### config.mk
export PLATFORM = sky130hd
export DESIGN_NAME = scp_qctl
export DESIGN_NICKNAME = d
export VERILOG_FILES = /design/src/hdl/scp_pkg.sv /design/src/hdl/scp_qctl.sv
export VERILOG_INCLUDE_DIRS = /design/src /design/src/hdl
export SDC_FILE = /design/constraint.sdc
export NUM_CORES = 1
export LEC_CHECK = 0
export ABC_CLOCK_PERIOD_IN_PS = 2800
export BUFFER_PORTS_ARGS = -buffer_cell sky130_fd_sc_hd__buf_4
export CAP_MARGIN = 15
export CORE_UTILIZATION = 57
export DETAILED_ROUTE_END_ITERATION = 6
export PLACE_DENSITY = 0.83
export SYNTH_ARGS = -nofsm -noshare
export SYNTH_HDL_FRONTEND = slang
export SYNTH_SLANG_ARGS = --single-unit
### constraint.sdc
create_clock -name clk -period 2.8 [get_ports clk]
set_input_delay 0.14 -clock clk [delete_from_list [all_inputs] [get_ports clk]]
set_output_delay 0.14 -clock clk [all_outputs]
set_load 0.01 [all_outputs]
### src/hdl/segment_closest_point_macros.svh
// Assertion macros shared by the closest point block.
// Both expect clk and arst_n in the scope where they are used.
`ifndef SEGMENT_CLOSEST_POINT_MACROS_SVH
`define SEGMENT_CLOSEST_POINT_MACROS_SVH

`ifndef SYNTHESIS

// property holds at every clock edge outside reset
`define SCP_ASSERT(lbl, prop, msg) \
	lbl: assert property (@(posedge clk) disable iff (!arst_n) prop) else $error(msg);

// condition never occurs outside reset
`define SCP_NEVER(lbl, cond, msg) \
	`SCP_ASSERT(lbl, !(cond), msg)

`else

`define SCP_ASSERT(lbl, prop, msg)
`define SCP_NEVER(lbl, cond, msg)

`endif

`endif

### src/hdl/scp_pkg.sv
`default_nettype none

package scp_pkg;

	// queue geometry, shared by both queues
	localparam int QDepth = 128;
	localparam int QAw    = $clog2(QDepth);
	localparam int QCw    = QAw + 1;

	// arithmetic widths
	localparam int DotW = 67;   // signed dot product, Q32.32
	localparam int LenW = 66;   // squared length and dot magnitude
	localparam int RemW = 98;   // divider remainder

	localparam logic [31:0] OneQ16 = 32'h0001_0000;
	localparam logic [31:0] MaxS32 = 32'h7FFF_FFFF;
	localparam logic [31:0] MinS32 = 32'h8000_0000;

	// request classes decided by the front end
	localparam logic [1:0] KindA   = 2'd0;  // point A, t = 0
	localparam logic [1:0] KindB   = 2'd1;  // point B, t = 1.0
	localparam logic [1:0] KindDiv = 2'd2;  // t from division

	typedef struct packed {
		logic [2:0][31:0] a;
		logic [2:0][32:0] ab;
		logic [2:0][31:0] p;
	} geo_t;

	typedef struct packed {
		geo_t            geo;
		logic [LenW-1:0] dmag;
		logic [LenW-1:0] len2;
		logic [1:0]      kind;
		logic            dneg;
		logic            degen;
	} mid_t;

	typedef struct packed {
		logic [2:0][31:0] c;
		logic [31:0]      t;
		logic [31:0]      distance;
		logic             degen;
	} res_t;

	typedef struct packed {
		logic            full;
		logic            empty;
		logic            wr_en;
		logic [QAw-1:0]  wr_addr;
		logic            rd_en;
		logic [QAw-1:0]  rd_addr;
	} qctl_t;

endpackage

`default_nettype wire

### src/hdl/scp_qctl.sv
`default_nettype none

`include "segment_closest_point_macros.svh"

// Queue control with reservations: a slot is reserved when a request
// enters the pipeline feeding the queue and released when it is popped,
// so the pipeline itself never has to stall.
module scp_qctl (
	input  wire logic          clk,
	input  wire logic          arst_n,
	input  wire logic          reserve,
	input  wire logic          wr,
	input  wire logic          pop,
	output scp_pkg::qctl_t     ctl
);

	logic [scp_pkg::QCw-1:0] resv_q;
	logic [scp_pkg::QCw-1:0] mem_cnt_q;
	logic [scp_pkg::QAw-1:0] wr_ptr_q;
	logic [scp_pkg::QAw-1:0] rd_ptr_q;
	logic                    out_vld_q;
	logic                    rel;
	logic                    load;

	// head register refills from memory whenever it is free or leaving
	assign rel  = pop && out_vld_q;
	assign load = (mem_cnt_q != '0) && (!out_vld_q || pop);

	always_ff @(posedge clk or negedge arst_n) begin
		if (!arst_n) begin
			resv_q    <= '0;
			mem_cnt_q <= '0;
			wr_ptr_q  <= '0;
			rd_ptr_q  <= '0;
			out_vld_q <= 1'b0;
		end else begin
			resv_q    <= resv_q + scp_pkg::QCw'(reserve) - scp_pkg::QCw'(rel);
			mem_cnt_q <= mem_cnt_q + scp_pkg::QCw'(wr) - scp_pkg::QCw'(load);
			if (wr) begin
				wr_ptr_q <= wr_ptr_q + 1'b1;
			end
			if (load) begin
				rd_ptr_q <= rd_ptr_q + 1'b1;
			end
			if (load) begin
				out_vld_q <= 1'b1;
			end else if (pop) begin
				out_vld_q <= 1'b0;
			end
		end
	end

	always_comb begin
		ctl.full    = (resv_q == scp_pkg::QCw'(scp_pkg::QDepth));
		ctl.empty   = !out_vld_q;
		ctl.wr_en   = wr;
		ctl.wr_addr = wr_ptr_q;
		ctl.rd_en   = load;
		ctl.rd_addr = rd_ptr_q;
	end

	`SCP_ASSERT(a_resv_bound, resv_q <= scp_pkg::QCw'(scp_pkg::QDepth), "reservations exceed depth")
	`SCP_ASSERT(a_held_covered, (mem_cnt_q + scp_pkg::QCw'(out_vld_q)) <= resv_q, "held entries not reserved")
	`SCP_NEVER(a_no_overflow, wr && !load && mem_cnt_q == scp_pkg::QCw'(scp_pkg::QDepth), "write to full memory")

endmodule

`default_nettype wire

==> run summary <==
status = finished, final reports clean
met3 global-route usage = 4.62%
CP required = 3.04 ns
Max Clk Rate = 0.376 GHz
diode count = 0
final worst-path cycle share = 95.0%
vias = 1277
Layout area overhead = 15.1%
peak supply drop = 0.685 mV
flop2flop setup slack = 0.14 ns
die area = 0.00344 mm^2
relative slew slack = 74.5%
Synth warnings = 0
pin slew with the least headroom to its limit = 0.382 ns
Min-Delay Path Class = in -> reg
Syn Area/Cell = 10.6 um^2
P_leak = 1.03 nW
Clk pin slew, worst setup/hold paths = 0.10 ns
Placed Cells = 236
antenna violations before repair = 0
Sink Count = 31
first-pass GRT wire length = 5580 um
wire per inst = 13.5 um
Cells after Synth = 172
DRT Pass-1 Iters = 4
internal power = 1.62 mW
DRC = 0
nets = 231
critical path peak fanout = 3
Reg area = 776 um^2
total CTS buffers = 5
routed wire length = 3300 um
CTS H-tree depth = 2
DIE WIDTH = 58.7 um
sequential cell area fraction in the yosys report = 42.4%
PD cells = 1380 mW/mm^2
pin count of the biggest net entering global routing = 32
Sum Neg Setup Slack = 0 ns
final instance area = 0.00211 mm^2
#FFs+latches synth = 31
syn_nets = 203
Final Setup Violations = 0
placed cell area = 0.00204 mm^2
first-iteration detailed-routing DRC count = 48
Slew Limit Fails = 0
Clock Power Share = 8.5%
GRT overflow = 0
Psw = 1.27 mW
WP data arrival = 2.90 ns
Non-Filler Instances = 245
Layout fillers = 238
area of the mapped netlist = 0.00183 mm^2
later-pin clock latency in the skew report = 0.32 ns
Max Buffers Root-to-Sink = 2
EDFF count, synth = 0
max_cap viols = 0
Flop pwr share = 30.6%
sw frac = 43.9%
Die H = 58.7 um
Multi-input gate area = 938 um^2
io pins = 23
root buffer cell = clkbuf_4
GRT busiest layer = met2
Final ANT Viol Nets = 0
CTS tree = yes
Setup CP Type = reg -> reg
Initial Util = 60.0%
RSZ-0062 raised after global routing = false
asr flop ratio synth = 100%
predominant post-synthesis flop cell = dfrtp_1
routability cong. = 0.829
Max Clock Skew = 0.00744 ns
port bufs = 22
crit path time final = 2.66 ns
core box area = 0.00305 mm^2
vias in the first global route = 1265
vias per cell = 5.21
Final Hold Vio Count = 0
GR Layer Usage met2 = 37.9%
layout cells sized above 1 = 20.4%
CP startpoint kind = register
num rows = 20
Comb power frac = 60.8%
CP endpoint kind = register
synth unique cells = 39
met1 usage = 26.5%
post-DP HPWL = 2500 um
GRT Util Overall = 21.7%
synth_stat cells, types with 2 or more instances:
library cell,instances,share of area (%)
inv_1,27,5.5
mux2_2,2,1.2
nand2_1,9,1.8
buf_4,2,0.82
ha_1,24,16
nor2_1,6,1.2
dfrtp_1,31,42
nand2b_1,3,1.0
o21ai_0,5,1.4
xor2_1,5,2.4
nand4_1,6,2.1
a21oi_1,9,2.5
xnor2_1,16,7.7
fa_1,2,2.2
worst max-delay path, cell delays in order (launching register included):
cell and delay [ns]:
dfrtp_1 0.41, inv_1 0.08, ha_1 0.14, and4b_4 0.28, a21oi_4 0.07, ha_1 0.28, inv_1 0.07, ha_2 0.18
inv_1 0.05, fa_2 0.34, and2b_1 0.23, o221ai_2 0.13, nor4b_1 0.17, nor3_1 0.15
cell families (layout without fill, tap and decap cells):
kind of cell / after synthesis / after routing / synth area share, %
AO/OA/AOI/OAI: 27 / 27 / 10.5
XOR/XNOR: 21 / 21 / 10.0
adder cells (fa/ha/maj): 26 / 26 / 18.6
buffers and inverters: 30 / 59 / 6.63
flip-flops: 31 / 31 / 42.4
multiplexers: 2 / 2 / 1.23
AND/OR/NAND/NOR: 35 / 35 / 10.6
what timing repair did:
| action | 4_1_cts | 5_1_grt |
|---|---|---|
| endpoints found under the setup margin | 0 | 1 |
| hold buffers | 1 | 0 |
| endpoints found under the hold margin | 31 | 0 |
| buffers inserted | 0 | 0 |
| gates resized for setup | 0 | 4 |
per-stage QoR:
stage	hold slack [ns]	setup slack (ns)	power, mW	utilization [%]
after floorplan	-0.156	0.233	2.16	-
after global placement	0.0881	0.226	2.51	66.8
after detailed placement	0.0925	0.0989	2.63	66.8
after CTS	0.0284	0.0629	2.89	68.9
after global routing	0.0221	0.00744	3.18	69.0
final	0.0395	0.139	2.90	69.0
area by class of cell:
class                   count  area share, %
multi-input cells         111           44.5
flip-flops and latches     31           36.8
repair buffers             24           8.67
inverters                  27           4.81
well taps                  44           2.61
clock buffers               6           1.96
clock inverters             2          0.594
flip-flops by register name (all words and copies together) (netlist names):
register	count
rd_ptr_q	7
wr_ptr_q	7
resv_q	8
mem_cnt_q	8
out_vld_q	1
routing by layer:
layer,vias up,part of all wire [%]
li1,632,-
met1,603,45
met2,40,50
met3,2,4.5
met4,0,0.58
met5,-,0
power groups by stage:
stage	Combinational, mW	Clock, mW	Sequential (mW)
after floorplan	1.26	0	0.895
after detailed placement	1.74	0	0.891
after CTS	1.75	0.253	0.885
after global routing	1.99	0.275	0.919
final	1.76	0.248	0.887
after global placement	1.64	0	0.871
path summary, 6_finish.rpt:
path,startpoint,to,cells past startpoint
min in group asynchronous,arst_n,resv_q[1],2
hold reg to reg,wr_ptr_q[6],wr_ptr_q[6],1
setup / recovery,mem_cnt_q[3],mem_cnt_q[6],13
hold / removal,pop,out_vld_q,2
max in group asynchronous,arst_n,mem_cnt_q[4],2
setup reg to reg,mem_cnt_q[3],mem_cnt_q[6],13
layout by cell type, fill, tap and decap left out, types with 2 or more instances in the layout:
cell	instances
nand2_1	9
nor2_1	6
o21ai_0	5
xor2_1	5
inv_1	25
ha_1	23
a21oi_1	9
nand4_1	6
clkbuf_4	5
mux2_2	2
dfrtp_1	31
xnor2_1	16
nand2b_1	3
buf_4	23
inv_2	2
Power figures use the tool's default switching activity.
