### src/hdl/segment_closest_point_macros.svh
// Assertion macros shared by the closest point block.
// Both expect clk and arst_n in the scope where they are used.
`ifndef SEGMENT_CLOSEST_POINT_MACROS_SVH
`define SEGMENT_CLOSEST_POINT_MACROS_SVH

`ifndef SYNTHESIS

// property holds at every clock edge outside reset
`define SCP_ASSERT(lbl, prop, msg) \
	lbl: assert property (@(posedge clk) disable iff (!arst_n) prop) else $error(msg);

// condition never occurs outside reset
`define SCP_NEVER(lbl, cond, msg) \
	`SCP_ASSERT(lbl, !(cond), msg)

`else

`define SCP_ASSERT(lbl, prop, msg)
`define SCP_NEVER(lbl, cond, msg)

`endif

`endif

### src/hdl/scp_ram.sv
`default_nettype none

// simple dual port RAM, registered read data held while rd_en is low
module scp_ram #(
	parameter int Width = 8,
	parameter int Depth = 16,
	parameter int Aw    = $clog2(Depth)
) (
	input  wire logic             clk,
	input  wire logic             wr_en,
	input  wire logic [Aw-1:0]    wr_addr,
	input  wire logic [Width-1:0] wr_data,
	input  wire logic             rd_en,
	input  wire logic [Aw-1:0]    rd_addr,
	output logic      [Width-1:0] rd_data
);

	logic [Width-1:0] mem [Depth];

	always_ff @(posedge clk) begin
		if (wr_en) begin
			mem[wr_addr] <= wr_data;
		end
	end

	always_ff @(posedge clk) begin
		if (rd_en) begin
			rd_data <= mem[rd_addr];
		end
	end

endmodule

`default_nettype wire

### config.mk
export PLATFORM = sky130hd
export DESIGN_NAME = scp_ram
export DESIGN_NICKNAME = d
export VERILOG_FILES = /design/src/hdl/segment_closest_point_macros.svh /design/src/hdl/scp_ram.sv
export SDC_FILE = /design/constraint.sdc
export NUM_CORES = 1
export LEC_CHECK = 0
export ABC_CLOCK_PERIOD_IN_PS = 4300
export BUFFER_PORTS_ARGS = -buffer_cell sky130_fd_sc_hd__buf_2
export CAP_MARGIN = 20
export CORE_AREA = 2 2 122 94
export DETAILED_ROUTE_END_ITERATION = 8
export DIE_AREA = 0 0 124 96
export PLACE_DENSITY_LB_ADDON = 0.1
export RECOVER_POWER = 100
export SLEW_MARGIN = 20
export SYNTH_ARGS = -nofsm -noshare
export SYNTH_HDL_FRONTEND = slang
export SYNTH_SLANG_ARGS = --single-unit
### constraint.sdc
create_clock -name clk -period 4.3 [get_ports clk]
set_input_delay 0.215 -clock clk [delete_from_list [all_inputs] [get_ports clk]]
set_output_delay 0.215 -clock clk [all_outputs]
set_load 0.005 [all_outputs]
==> results.txt, run 1 <==
----------------------------------------------------
[Run status]
  Run status ... complete, but fails checks
  Violations in the final reports ... capacitance limit, slew limit

[Floorplan]
  Die Footprint ... 11900 µm²
  DIE HEIGHT ... 96 µm
  Initial Utilization ... 48.7%
  Core Area ... 10700 µm²
  DIE WIDTH ... approximately 120 µm
  Core Rows ... 33
  Boundary pin count ... 27

[Worst setup path]
  Cell depth of the worst flop-to-flop path ... 3
  Maximum fanout encountered on the critical timing path ... 8
  Worst reg-to-reg setup slack ... 2830 ps
  Timing startpoint of the critical path ... wr_addr[2]
  Worst-path cell with the longest stage delay ... sky130_fd_sc_hd__nor3_1
  Reg2Reg Capture Point ... rd_data[2]$_DFFE_PP_
  Reg2Reg Launch Point ... mem[1][2]$_DFFE_PP_
  Delay of the slowest critical-path stage ... 1170 ps
  CP Launch Type ... input pin
  Endpoint arrival time on the critical path ... 1750 ps
  Class of the most critical setup path ... input pin to register
  Critical path required time ... 4310 ps
  Last element of the critical path ... mem[12][3]$_DFFE_PP_
  Capturing element type of the critical path ... register
  Cells traversed along the worst timing path ... clkbuf_1 > nand3_1 > nor3_1

[Clock network]
  Cts repair resizes ... 0
  Buffers from clock root to sink, at most ... 2
  Root cell of the clock tree ... sky130_fd_sc_hd__clkbuf_16
  Worst-Skew Late Latency ... 410 ps
  Depth of the CTS H-tree ... 4
  Clk pin slew, worst setup/hold paths ... around 60 ps
  CTS Hold Buffers Added ... 0
  TritonCTS Buffers ... 17
  Post CTS Setup Buffer Count ... 0
  Num Clock Sinks ... approximately 140
  TritonCTS clock tree ... built

[Timing]
  Clock skew ... 7.09 ps
  Max Transition Viols Final ... 10
  Total negative slack for setup checks ... 0 ps
  Post-route clock period utilization ... 40.3%
  Worst rel slew slack ... -1.70%
  Actual transition at the worst max-transition pin ... 1510 ps
  Achievable Freq ... 577 MHz
  Hold Violations, Final ... 0
  RSZ-0062 raised after global routing ... false
  Setup-failing EPs final ... 0
  Final critical-path required period ... 1730 ps
  Min setup slack post-route ... around 2600 ps

[Finish]
  # nets final ... approximately 290
  Total of fill cells in the finished design ... 826
  Number of diodes ... 0
  Most frequent standard cell in the layout excluding fill and tap cells ... sky130_fd_sc_hd__edfxtp_1
  Layout Cells excl Fill ... 419
  Most frequent cells in the layout ... 136 x sky130_fd_sc_hd__edfxtp_1, 21 x sky130_fd_sc_hd__clkbuf_1, 18 x sky130_fd_sc_hd__mux4_2, 17 x sky130_fd_sc_hd__clkbuf_16, 16 x sky130_fd_sc_hd__a22oi_1
  Fraction of layout instances using a drive strength above 1 ... slightly above 20%
  Synthesis-to-layout area growth ... 15.5%

[Synth]
  Avg Cell Area, Syn ... 22.8 µm²
  Largest area contributor in the netlist ... sky130_fd_sc_hd__edfxtp_1
  Area share of the leading cell type in the synthesized netlist ... 78.1%
  Number of nets in the synthesized netlist ... 248
  Sequential cell area fraction in the yosys report ... between 70% and 80%
  Synth Cell Area ... around 5200 µm²
  Cells after synthesis ... 229
  Synth top area cells ... sky130_fd_sc_hd__edfxtp_1 78%, sky130_fd_sc_hd__mux4_2 7.8%, sky130_fd_sc_hd__mux4_1 7.0%
  Flops & latches, synth ... 136
  Number of library cell types mapped by synthesis ... 18
  Warnings, synthesis ... 0

[Drt]
  Number of vias in the routed layout ... 2459
  Number of search-and-repair iterations in the first detailed-routing pass ... 5
  Average wire per cell in the routed design ... 25.5 µm
  Via density per instance ... about 5.9
  Antenna Violating Nets Remaining ... 0
  DR DRC count ... 0
  Total detailed-routing wirelength ... between 10000 and 15000 µm
  DRC marker count from the first detailed-route iteration ... around 280

[Power and ir drop]
  Peak ir drop on the vdd network ... 0.000332 V
  Design Power ... 0.00310 W
  Ratio of total power to cell area ... between 500 and 600 nW/µm²
  Static Leak ... 1.94 nW

[Place]
  Placed insts ... between 300 and 400
  Count of input and output buffers ... 26
  Placed wire-length estimate ... 6560 µm
  Weighted congestion reported at the end of routability-driven placement ... approximately 0.74
  Pre-CTS setup slack ... about 1900 ps

[Global routing]
  Number of global-route vias before repair ... 2485
  Gr ovfl total ... 0
  Number of antenna violations at the first check in global routing ... 0
  Global-route wire length before repair ... 15600 µm
  Combined global-route utilization of all metal layers ... approximately a fifth
  Largest net degree at the start of global routing ... 33

[Hold path]
  Hold crit path type ... input pin to register

[Job]
  Max-Cap Viols ... 2

----------------------------------------------------
## per-layer routing
layer	GRT usage (%)	up-vias	wire [µm]
met2	31.0	76	5210
met5	0	-	0
li1	-	1061	-
met4	5.52	0	68
met1	27.4	1314	4830
met3	6.40	8	591
## layout make-up
type	count	area [µm²]	share of cell area [%]
clock inverters	14	176	2.92
flip-flops and latches	136	4080	67.6
well taps	140	175	2.90
multi-input cells	83	1060	17.5
repair buffers	28	118	1.95
clock buffers	18	429	7.11
## worst max-delay path: cells and delay by family
kind / cells / cell delay [ps]
buffers and inverters: 1 / 180
AND/OR/NAND/NOR: 2 / 1340
## report_power, final
group | internal, W | switching [W]
sequential | 0.00149 | 0.00000921
combinational | 0.0000485 | 0.0000783
clock | 0.000914 | 0.000554
## flip-flops by register name (all words and copies together), names as in the netlist
signal	count
mem	128
rd_data	8
## cells in the mapped netlist
cell type and instances:
sky130_fd_sc_hd__mux4_2 18, sky130_fd_sc_hd__nor2b_1 1, sky130_fd_sc_hd__or3b_2 1, sky130_fd_sc_hd__buf_2 3, sky130_fd_sc_hd__edfxtp_1 136, sky130_fd_sc_hd__a22oi_1 16, sky130_fd_sc_hd__mux4_1 14, sky130_fd_sc_hd__nand2b_1 2
sky130_fd_sc_hd__nor3_1 4, sky130_fd_sc_hd__nand2_1 9, sky130_fd_sc_hd__and2_1 1, sky130_fd_sc_hd__nand3b_1 2, sky130_fd_sc_hd__buf_4 1, sky130_fd_sc_hd__buf_6 3, sky130_fd_sc_hd__clkdlybuf4s25_2 3, sky130_fd_sc_hd__nor2_1 13
sky130_fd_sc_hd__nand3_1 1, sky130_fd_sc_hd__and2b_1 1
## stage by stage
step | cell area (µm²) | hold WS [ps] | util (%)
2_1_floorplan | 5230 | 314 | -
3_3_place_gp | 5470 | 608 | 51.0
3_5_place_dp | 5470 | 609 | 51.0
4_1_cts | 6080 | 173 | 56.6
5_1_grt | 6040 | 327 | 56.3
6_report | 6040 | 334 | 56.3
## logic make-up after synthesis
family | count (synthesis) | synth area share [%]
and+or+nand+nor | 35 | 3.14
buffers and inverters | 10 | 1.65
DFF | 136 | 78.1
AOI/OAI and AO/OA | 16 | 2.30
muxes | 32 | 14.8
## how the worst min path moves through the flow
stage                from              endpoint  slack (ps)  cells after the start
6_report            rd_en  rd_data[1]$_DFFE_PP_         330                      1
5_1_grt             rd_en  rd_data[2]$_DFFE_PP_         330                      1
4_1_cts             rd_en  rd_data[6]$_DFFE_PP_         170                      1
3_5_place_dp        rd_en  rd_data[3]$_DFFE_PP_         610                      1
3_3_place_gp   wr_data[1]   mem[5][1]$_DFFE_PP_         610                      1
2_1_floorplan  wr_data[0]   mem[0][0]$_DFFE_PP_         310                      0
(Power assumes the default switching activity.)
==> inputs of run 2 (changes only) <==
- ABC_CLOCK_PERIOD_IN_PS: 4300 -> 1400
- clock period: 4.3 -> 1.4 ns (I/O delays scaled with it)
==> run 2 against run 1 <==
  * The run ends with setup timing left
  * Non-clock buffer count increased by 21
  * Die area unchanged
  * Setup slack got worse by 2600 ps
  * Register-to-register slack got worse by 2900 ps
  * Critical path depth unchanged
  * Clock power increased to 2.9 times the previous value
  * Total power increased to 3.0 times the previous value
  * Combinational power increased to 3.6 times the previous value
  * Clock skew increased by 1.6 ps
==> results.txt, run 2 (synthesized netlist as in run 1, its figures left out) <==
----------------------------------------------------
[Run status]
  Violations in the final reports ... setup timing
  Run status ... complete, but fails checks

[Timing]
  Clock skew ... a little under 9 ps
  Post-route clock period utilization ... 102%
  Setup-failing EPs final ... 2
  Achievable Freq ... 699 MHz
  Total negative slack for setup checks ... -42.9 ps
  Actual transition at the worst max-transition pin ... 877 ps
  Final critical-path required period ... 1430 ps
  Max Transition Viols Final ... 0
  RSZ-0062 raised after global routing ... true
  Hold Violations, Final ... 0
  Worst rel slew slack ... 41.5%
  Min setup slack post-route ... -29.7 ps

[Floorplan]
  Boundary pin count ... 27
  Die Footprint ... 11900 µm²
  DIE WIDTH ... 124 µm
  Core Rows ... 33
  Initial Utilization ... 48.7%
  DIE HEIGHT ... 96 µm
  Core Area ... 10700 µm²

[Drt]
  Routed wire length on met3 ... 823 µm
  Number of vias in the routed layout ... 2464
  DRC marker count from the first detailed-route iteration ... 267
  Average wire per cell in the routed design ... 23.8 µm
  Routed length on met1 ... 4910 µm
  Number of search-and-repair iterations in the first detailed-routing pass ... 4
  Total detailed-routing wirelength ... 10500 µm
  DR DRC count ... 0
  Routed met2 length ... approximately 4700 µm
  DR top layer ... met4
  Antenna Violating Nets Remaining ... 0
  Via density per instance ... 5.60

[Hold path]
  Hold crit path type ... input pin to register

[Finish]
  # nets final ... approximately 300
  Register bank with the most flops ... mem
  Number of flip-flops under the largest register name ... between 100 and 150
  Most frequent standard cell in the layout excluding fill and tap cells ... sky130_fd_sc_hd__edfxtp_1
  Non-Filler Cell Area, Final ... 6170 µm²
  Number of diodes ... 0
  Synthesis-to-layout area growth ... 18.1%
  Area taken by multi-input logic gates ... 1070 µm²
  Most frequent cells in the layout ... 136 x sky130_fd_sc_hd__edfxtp_1, 38 x sky130_fd_sc_hd__clkbuf_1, 28 x sky130_fd_sc_hd__mux4_2, 17 x sky130_fd_sc_hd__clkbuf_16, 13 x sky130_fd_sc_hd__nor2_1
  Largest registers ranked by flip-flop count ... mem x128, rd_data x8
  Total of fill cells in the finished design ... 830
  Fraction of layout instances using a drive strength above 1 ... 26.7%
  Total area of sequential cells ... around 4000 µm²
  Layout Cells excl Fill ... 440

[Worst setup path]
  Cells traversed along the worst timing path ... mux4_2 > a22oi_2 > nand2_1
  Worst-path cell with the longest stage delay ... sky130_fd_sc_hd__mux4_2
  Capturing element type of the critical path ... register
  Delay of the slowest critical-path stage ... between 500 and 600 ps
  Maximum fanout encountered on the critical timing path ... 1
  Endpoint arrival time on the critical path ... 1580 ps
  Critical path required time ... roughly 1600 ps
  Class of the most critical setup path ... register to register
  CP Launch Type ... register

[Power and ir drop]
  Ratio of total power to cell area ... between 1500 and 2000 nW/µm²
  Peak ir drop on the vdd network ... 0.00101 V
  Sequential cell fraction of total power ... 49.3%
  Net Sw Frac ... 19.4%
  Static Leak ... 1.97 nW
  Part of the power in combinational logic ... 4.9%
  Internal Power ... 0.00755 W
  P_sw ... between 0.0015 and 0.002 W
  Clock share of power ... ~46%

[Clock network]
  Num Clock Sinks ... between 100 and 150
  Post CTS Setup Buffer Count ... 0
  TritonCTS clock tree ... built
  Clk pin slew, worst setup/hold paths ... 50 ps
  TritonCTS Buffers ... 17
  Root cell of the clock tree ... sky130_fd_sc_hd__clkbuf_16
  CTS Hold Buffers Added ... 0
  Worst-Skew Late Latency ... slightly above 400 ps
  Buffers from clock root to sink, at most ... 2
  Depth of the CTS H-tree ... 4

[Place]
  Count of input and output buffers ... 26
  Pre-CTS setup slack ... -269 ps
  Placed wire-length estimate ... 6770 µm
  Weighted congestion reported at the end of routability-driven placement ... 0.761
  Post-placement cell area ... 5670 µm²
  Placed insts ... 408

[Global routing]
  Gr ovfl total ... 0
  Number of global-route vias before repair ... 2475
  Combined global-route utilization of all metal layers ... about a fifth
  Global-route wire length before repair ... 15500 µm
  Largest net degree at the start of global routing ... 17
  Number of antenna violations at the first check in global routing ... 0

[Job]
  Max-Cap Viols ... 0

----------------------------------------------------
run 2: metrics by stage:
step           util, %  power, W  hold WS, ps
2_1_floorplan        -   0.00492          169
3_3_place_gp      52.9   0.00515          447
3_5_place_dp      52.9   0.00516          447
4_1_cts           58.5   0.00945         11.9
5_1_grt           57.5   0.00969          143
6_report          57.5   0.00937          140
run 2: area by class of cell:
cell class | count | area share (%)
tap | 140 | 2.84
multi-input combinational | 83 | 17.4
timing repair buffer | 49 | 4.36
sequential | 136 | 66.2
clock inverter | 11 | 2.11
clock buffer | 21 | 7.13
run 2: power groups by stage:
stage	Clock, W	Combinational (W)	Sequential (W)
2_1_floorplan	0	0.000232	0.00469
3_3_place_gp	0	0.000450	0.00470
3_5_place_dp	0	0.000458	0.00470
4_1_cts	0.00435	0.000477	0.00462
5_1_grt	0.00456	0.000504	0.00463
6_report	0.00429	0.000460	0.00462
run 2: path summary, 6_finish.rpt:
path / to / slack, ps / startpoint / cells after the start
setup / recovery: rd_data[6]$_DFFE_PP_ / -30 / mem[14][6]$_DFFE_PP_ / 3
hold / removal: rd_data[2]$_DFFE_PP_ / 140 / rd_en / 1
setup reg to reg: rd_data[6]$_DFFE_PP_ / -30 / mem[14][6]$_DFFE_PP_ / 3
hold reg to reg: rd_data[2]$_DFFE_PP_ / 760 / mem[0][2]$_DFFE_PP_ / 3
run 2: worst max-delay path: cells and delay by family, from the launching register on:
family | cells | cell delay (ps)
and+or+nand+nor | 1 | 90
DFF | 1 | 400
AOI/OAI and AO/OA | 1 | 160
muxes | 1 | 520
run 2: per-layer routing:
layer / up-vias / GRT usage, %
met3: 2 / 6.34
met1: 1282 / 29.5
met5: - / 0
li1: 1089 / -
met2: 91 / 27.6
met4: 0 / 6.84
run 2: timing repair:
action                                 CTS  global route
gates resized for setup                 10            11
endpoints found under the hold margin    0             0
setup endpoints to repair                8             8
pin swaps                                4             4
==> inputs of run 3 (changes only) <==
- ABC_CLOCK_PERIOD_IN_PS: 1400 -> 1450
- clock period: 1.4 -> 1.45 ns (I/O delays scaled with it)
==> run 3 against run 2 <==
  * The run still ends with setup timing left
  * Cell count fell by 0.91%
  * Sequential share of layout area up 0.75 points
  * Setup slack gained 22 ps
  * Die area unchanged
  * Total power decreased by 8.7%
  * Clock power shrank 15%
  * Worst hold slack gained 3.8 ps
  * Critical path depth stayed put
  * Clock skew fell by 4.0 ps
  * Count of clock-buffer cells in the layout unchanged
  * Combinational power fell by 5.9%
==> results.txt, run 3 (synthesized netlist as in run 1, its figures left out) <==
----------------------------------------------------
[Run status]
  Run status ... complete, but fails checks
  Violations in the final reports ... setup timing

[Drt]
  DRC marker count from the first detailed-route iteration ... around 260
  Via density per instance ... 5.63
  Total detailed-routing wirelength ... between 10000 and 15000 µm
  Number of vias in the routed layout ... about 2500
  Average wire per cell in the routed design ... 23.8 µm
  Antenna Violating Nets Remaining ... 0
  DR DRC count ... 0
  Number of search-and-repair iterations in the first detailed-routing pass ... 4

[Power and ir drop]
  Static Leak ... approximately 2.0 nW
  P_sw ... about 0.0017 W
  Sequential cell fraction of total power ... 52.1%
  Ratio of total power to cell area ... between 1000 and 1500 nW/µm²
  Peak ir drop on the vdd network ... 0.000830 V
  Part of the power in combinational logic ... 5.1%
  Net Sw Frac ... 19.3%
  Internal Power ... 0.00690 W
  Clock share of power ... 42.8%

[Finish]
  Number of flip-flops under the largest register name ... 128
  Most frequent standard cell in the layout excluding fill and tap cells ... sky130_fd_sc_hd__edfxtp_1
  Final core utilization ... between 50% and 60%
  Synthesis-to-layout area growth ... 16.8%
  Register bank with the most flops ... mem
  Fraction of layout instances using a drive strength above 1 ... about 22%
  Total of fill cells in the finished design ... just over 800
  Most frequent cells in the layout ... 136 x sky130_fd_sc_hd__edfxtp_1, 37 x sky130_fd_sc_hd__clkbuf_1, 21 x sky130_fd_sc_hd__mux4_2, 17 x sky130_fd_sc_hd__clkbuf_16, 13 x sky130_fd_sc_hd__nor2_1
  Largest registers ranked by flip-flop count ... mem x128, rd_data x8
  # nets final ... around 300
  Number of diodes ... 0

[Timing]
  RSZ-0062 raised after global routing ... true
  Post-route clock period utilization ... 101%
  Worst rel slew slack ... 42.6%
  Final critical-path required period ... approximately 1500 ps
  Clock skew ... ~4.7 ps
  Actual transition at the worst max-transition pin ... 859 ps
  Setup-failing EPs final ... 1
  Min setup slack post-route ... -7.94 ps
  Max Transition Viols Final ... 0
  Achievable Freq ... roughly 700 MHz
  Hold Violations, Final ... 0

[Global routing]
  Number of antenna violations at the first check in global routing ... 0
  Largest net degree at the start of global routing ... 17
  Gr ovfl total ... 0
  Global-route wire length before repair ... 15300 µm
  Number of global-route vias before repair ... 2464
  Combined global-route utilization of all metal layers ... about 19%

[Worst setup path]
  CP Launch Type ... register
  Capturing element type of the critical path ... register
  Cells traversed along the worst timing path ... mux4_1 > a22oi_1 > nand2_1
  Worst-path cell with the longest stage delay ... sky130_fd_sc_hd__mux4_1
  Delay of the slowest critical-path stage ... 560 ps
  Critical path required time ... 1600 ps
  Maximum fanout encountered on the critical timing path ... 1
  Endpoint arrival time on the critical path ... 1600 ps
  Class of the most critical setup path ... register to register

[Floorplan]
  DIE WIDTH ... 124 µm
  Core Area ... 10700 µm²
  Initial Utilization ... 48.7%
  DIE HEIGHT ... 96 µm
  Core Rows ... 33
  Boundary pin count ... 27
  Die Footprint ... ~12000 µm²

[Clock network]
  Post CTS Setup Buffer Count ... 0
  TritonCTS Buffers ... 17
  Root cell of the clock tree ... sky130_fd_sc_hd__clkbuf_16
  Worst-Skew Late Latency ... ~400 ps
  CTS Hold Buffers Added ... 0
  TritonCTS clock tree ... built
  Clk pin slew, worst setup/hold paths ... 50 ps
  Depth of the CTS H-tree ... 4
  Buffers from clock root to sink, at most ... 2
  Num Clock Sinks ... approximately 140

[Place]
  Count of input and output buffers ... 26
  Pre-CTS setup slack ... -209 ps
  Weighted congestion reported at the end of routability-driven placement ... 0.747
  Placed wire-length estimate ... around 6700 µm

[Job]
  Max-Cap Viols ... 0

[Hold path]
  Hold crit path type ... input pin to register

----------------------------------------------------
==> run 3: cell types whose count changed in the layout (fill, tap and decap cells not counted), sizes merged <==
| cell | before | now |
|---|---|---|
| clkinvlp | 1 | 0 |
| clkinv | 7 | 6 |
| bufinv | 3 | 1 |
| clkbuf | 55 | 54 |
| buf | 15 | 16 |
==> run 3: path summary, 6_finish.rpt <==
check | start | cells after the start | end | slack [ps]
hold reg to reg | mem[8][4]$_DFFE_PP_ | 3 | rd_data[4]$_DFFE_PP_ | 760
setup reg to reg | mem[5][1]$_DFFE_PP_ | 3 | rd_data[1]$_DFFE_PP_ | -8
hold / removal | rd_en | 1 | rd_data[2]$_DFFE_PP_ | 140
setup / recovery | mem[5][1]$_DFFE_PP_ | 3 | rd_data[1]$_DFFE_PP_ | -8
==> run 3: what timing repair did <==
item / CTS / global route
setup endpoints to repair: 4 / 8
gates resized for setup: 4 / 5
pin swaps: 1 / 4
==> run 3: power by group through the flow <==
stage | combinational (W) | sequential, W | clock (W)
after floorplan | 0.000224 | 0.00453 | 0
after CTS | 0.000450 | 0.00446 | 0.00372
final | 0.000433 | 0.00446 | 0.00366
after detailed placement | 0.000440 | 0.00453 | 0
after global routing | 0.000471 | 0.00447 | 0.00394
after global placement | 0.000435 | 0.00453 | 0
==> run 3: final cells by class <==
type | instances | area [µm²] | area share (%)
flip-flops and latches | 136 | 4080 | 66.9
clock buffers | 21 | 440 | 7.21
multi-input cells | 83 | 1080 | 17.6
well taps | 140 | 175 | 2.87
clock inverters | 7 | 57.6 | 0.943
repair buffers | 49 | 272 | 4.45
==> run 3: critical path: cells and delay by family (launching register included) <==
family          cells  cell delay [ps]
compound gates      1              190
simple gates        1               80
flops               1              380
mux                 1              560
==> run 3: metrics by stage <==
| step | instance area, µm² | instances | hold WS, ps | total power, W | TNS (ps) |
|---|---|---|---|---|---|
| after global routing | 6100 | 436 | 145 | 0.00888 | -183 |
| after detailed placement | 5670 | 408 | 446 | 0.00497 | -1090 |
| after floorplan | 5230 | 229 | 171 | 0.00475 | 0 |
| after global placement | 5670 | 408 | 450 | 0.00497 | -1060 |
| after CTS | 6190 | 436 | 22.7 | 0.00863 | -12.4 |
| final | 6100 | 436 | 144 | 0.00855 | -7.94 |
==> run 3: routing by layer <==
metal | part of all wire [%] | global-route usage [%] | vias up
li1 | - | - | 1091
met1 | 47 | 28.6 | 1274
met2 | 46 | 28.3 | 82
met3 | 6.3 | 5.51 | 6
met4 | 0.75 | 5.90 | 0
met5 | 0 | 0 | -
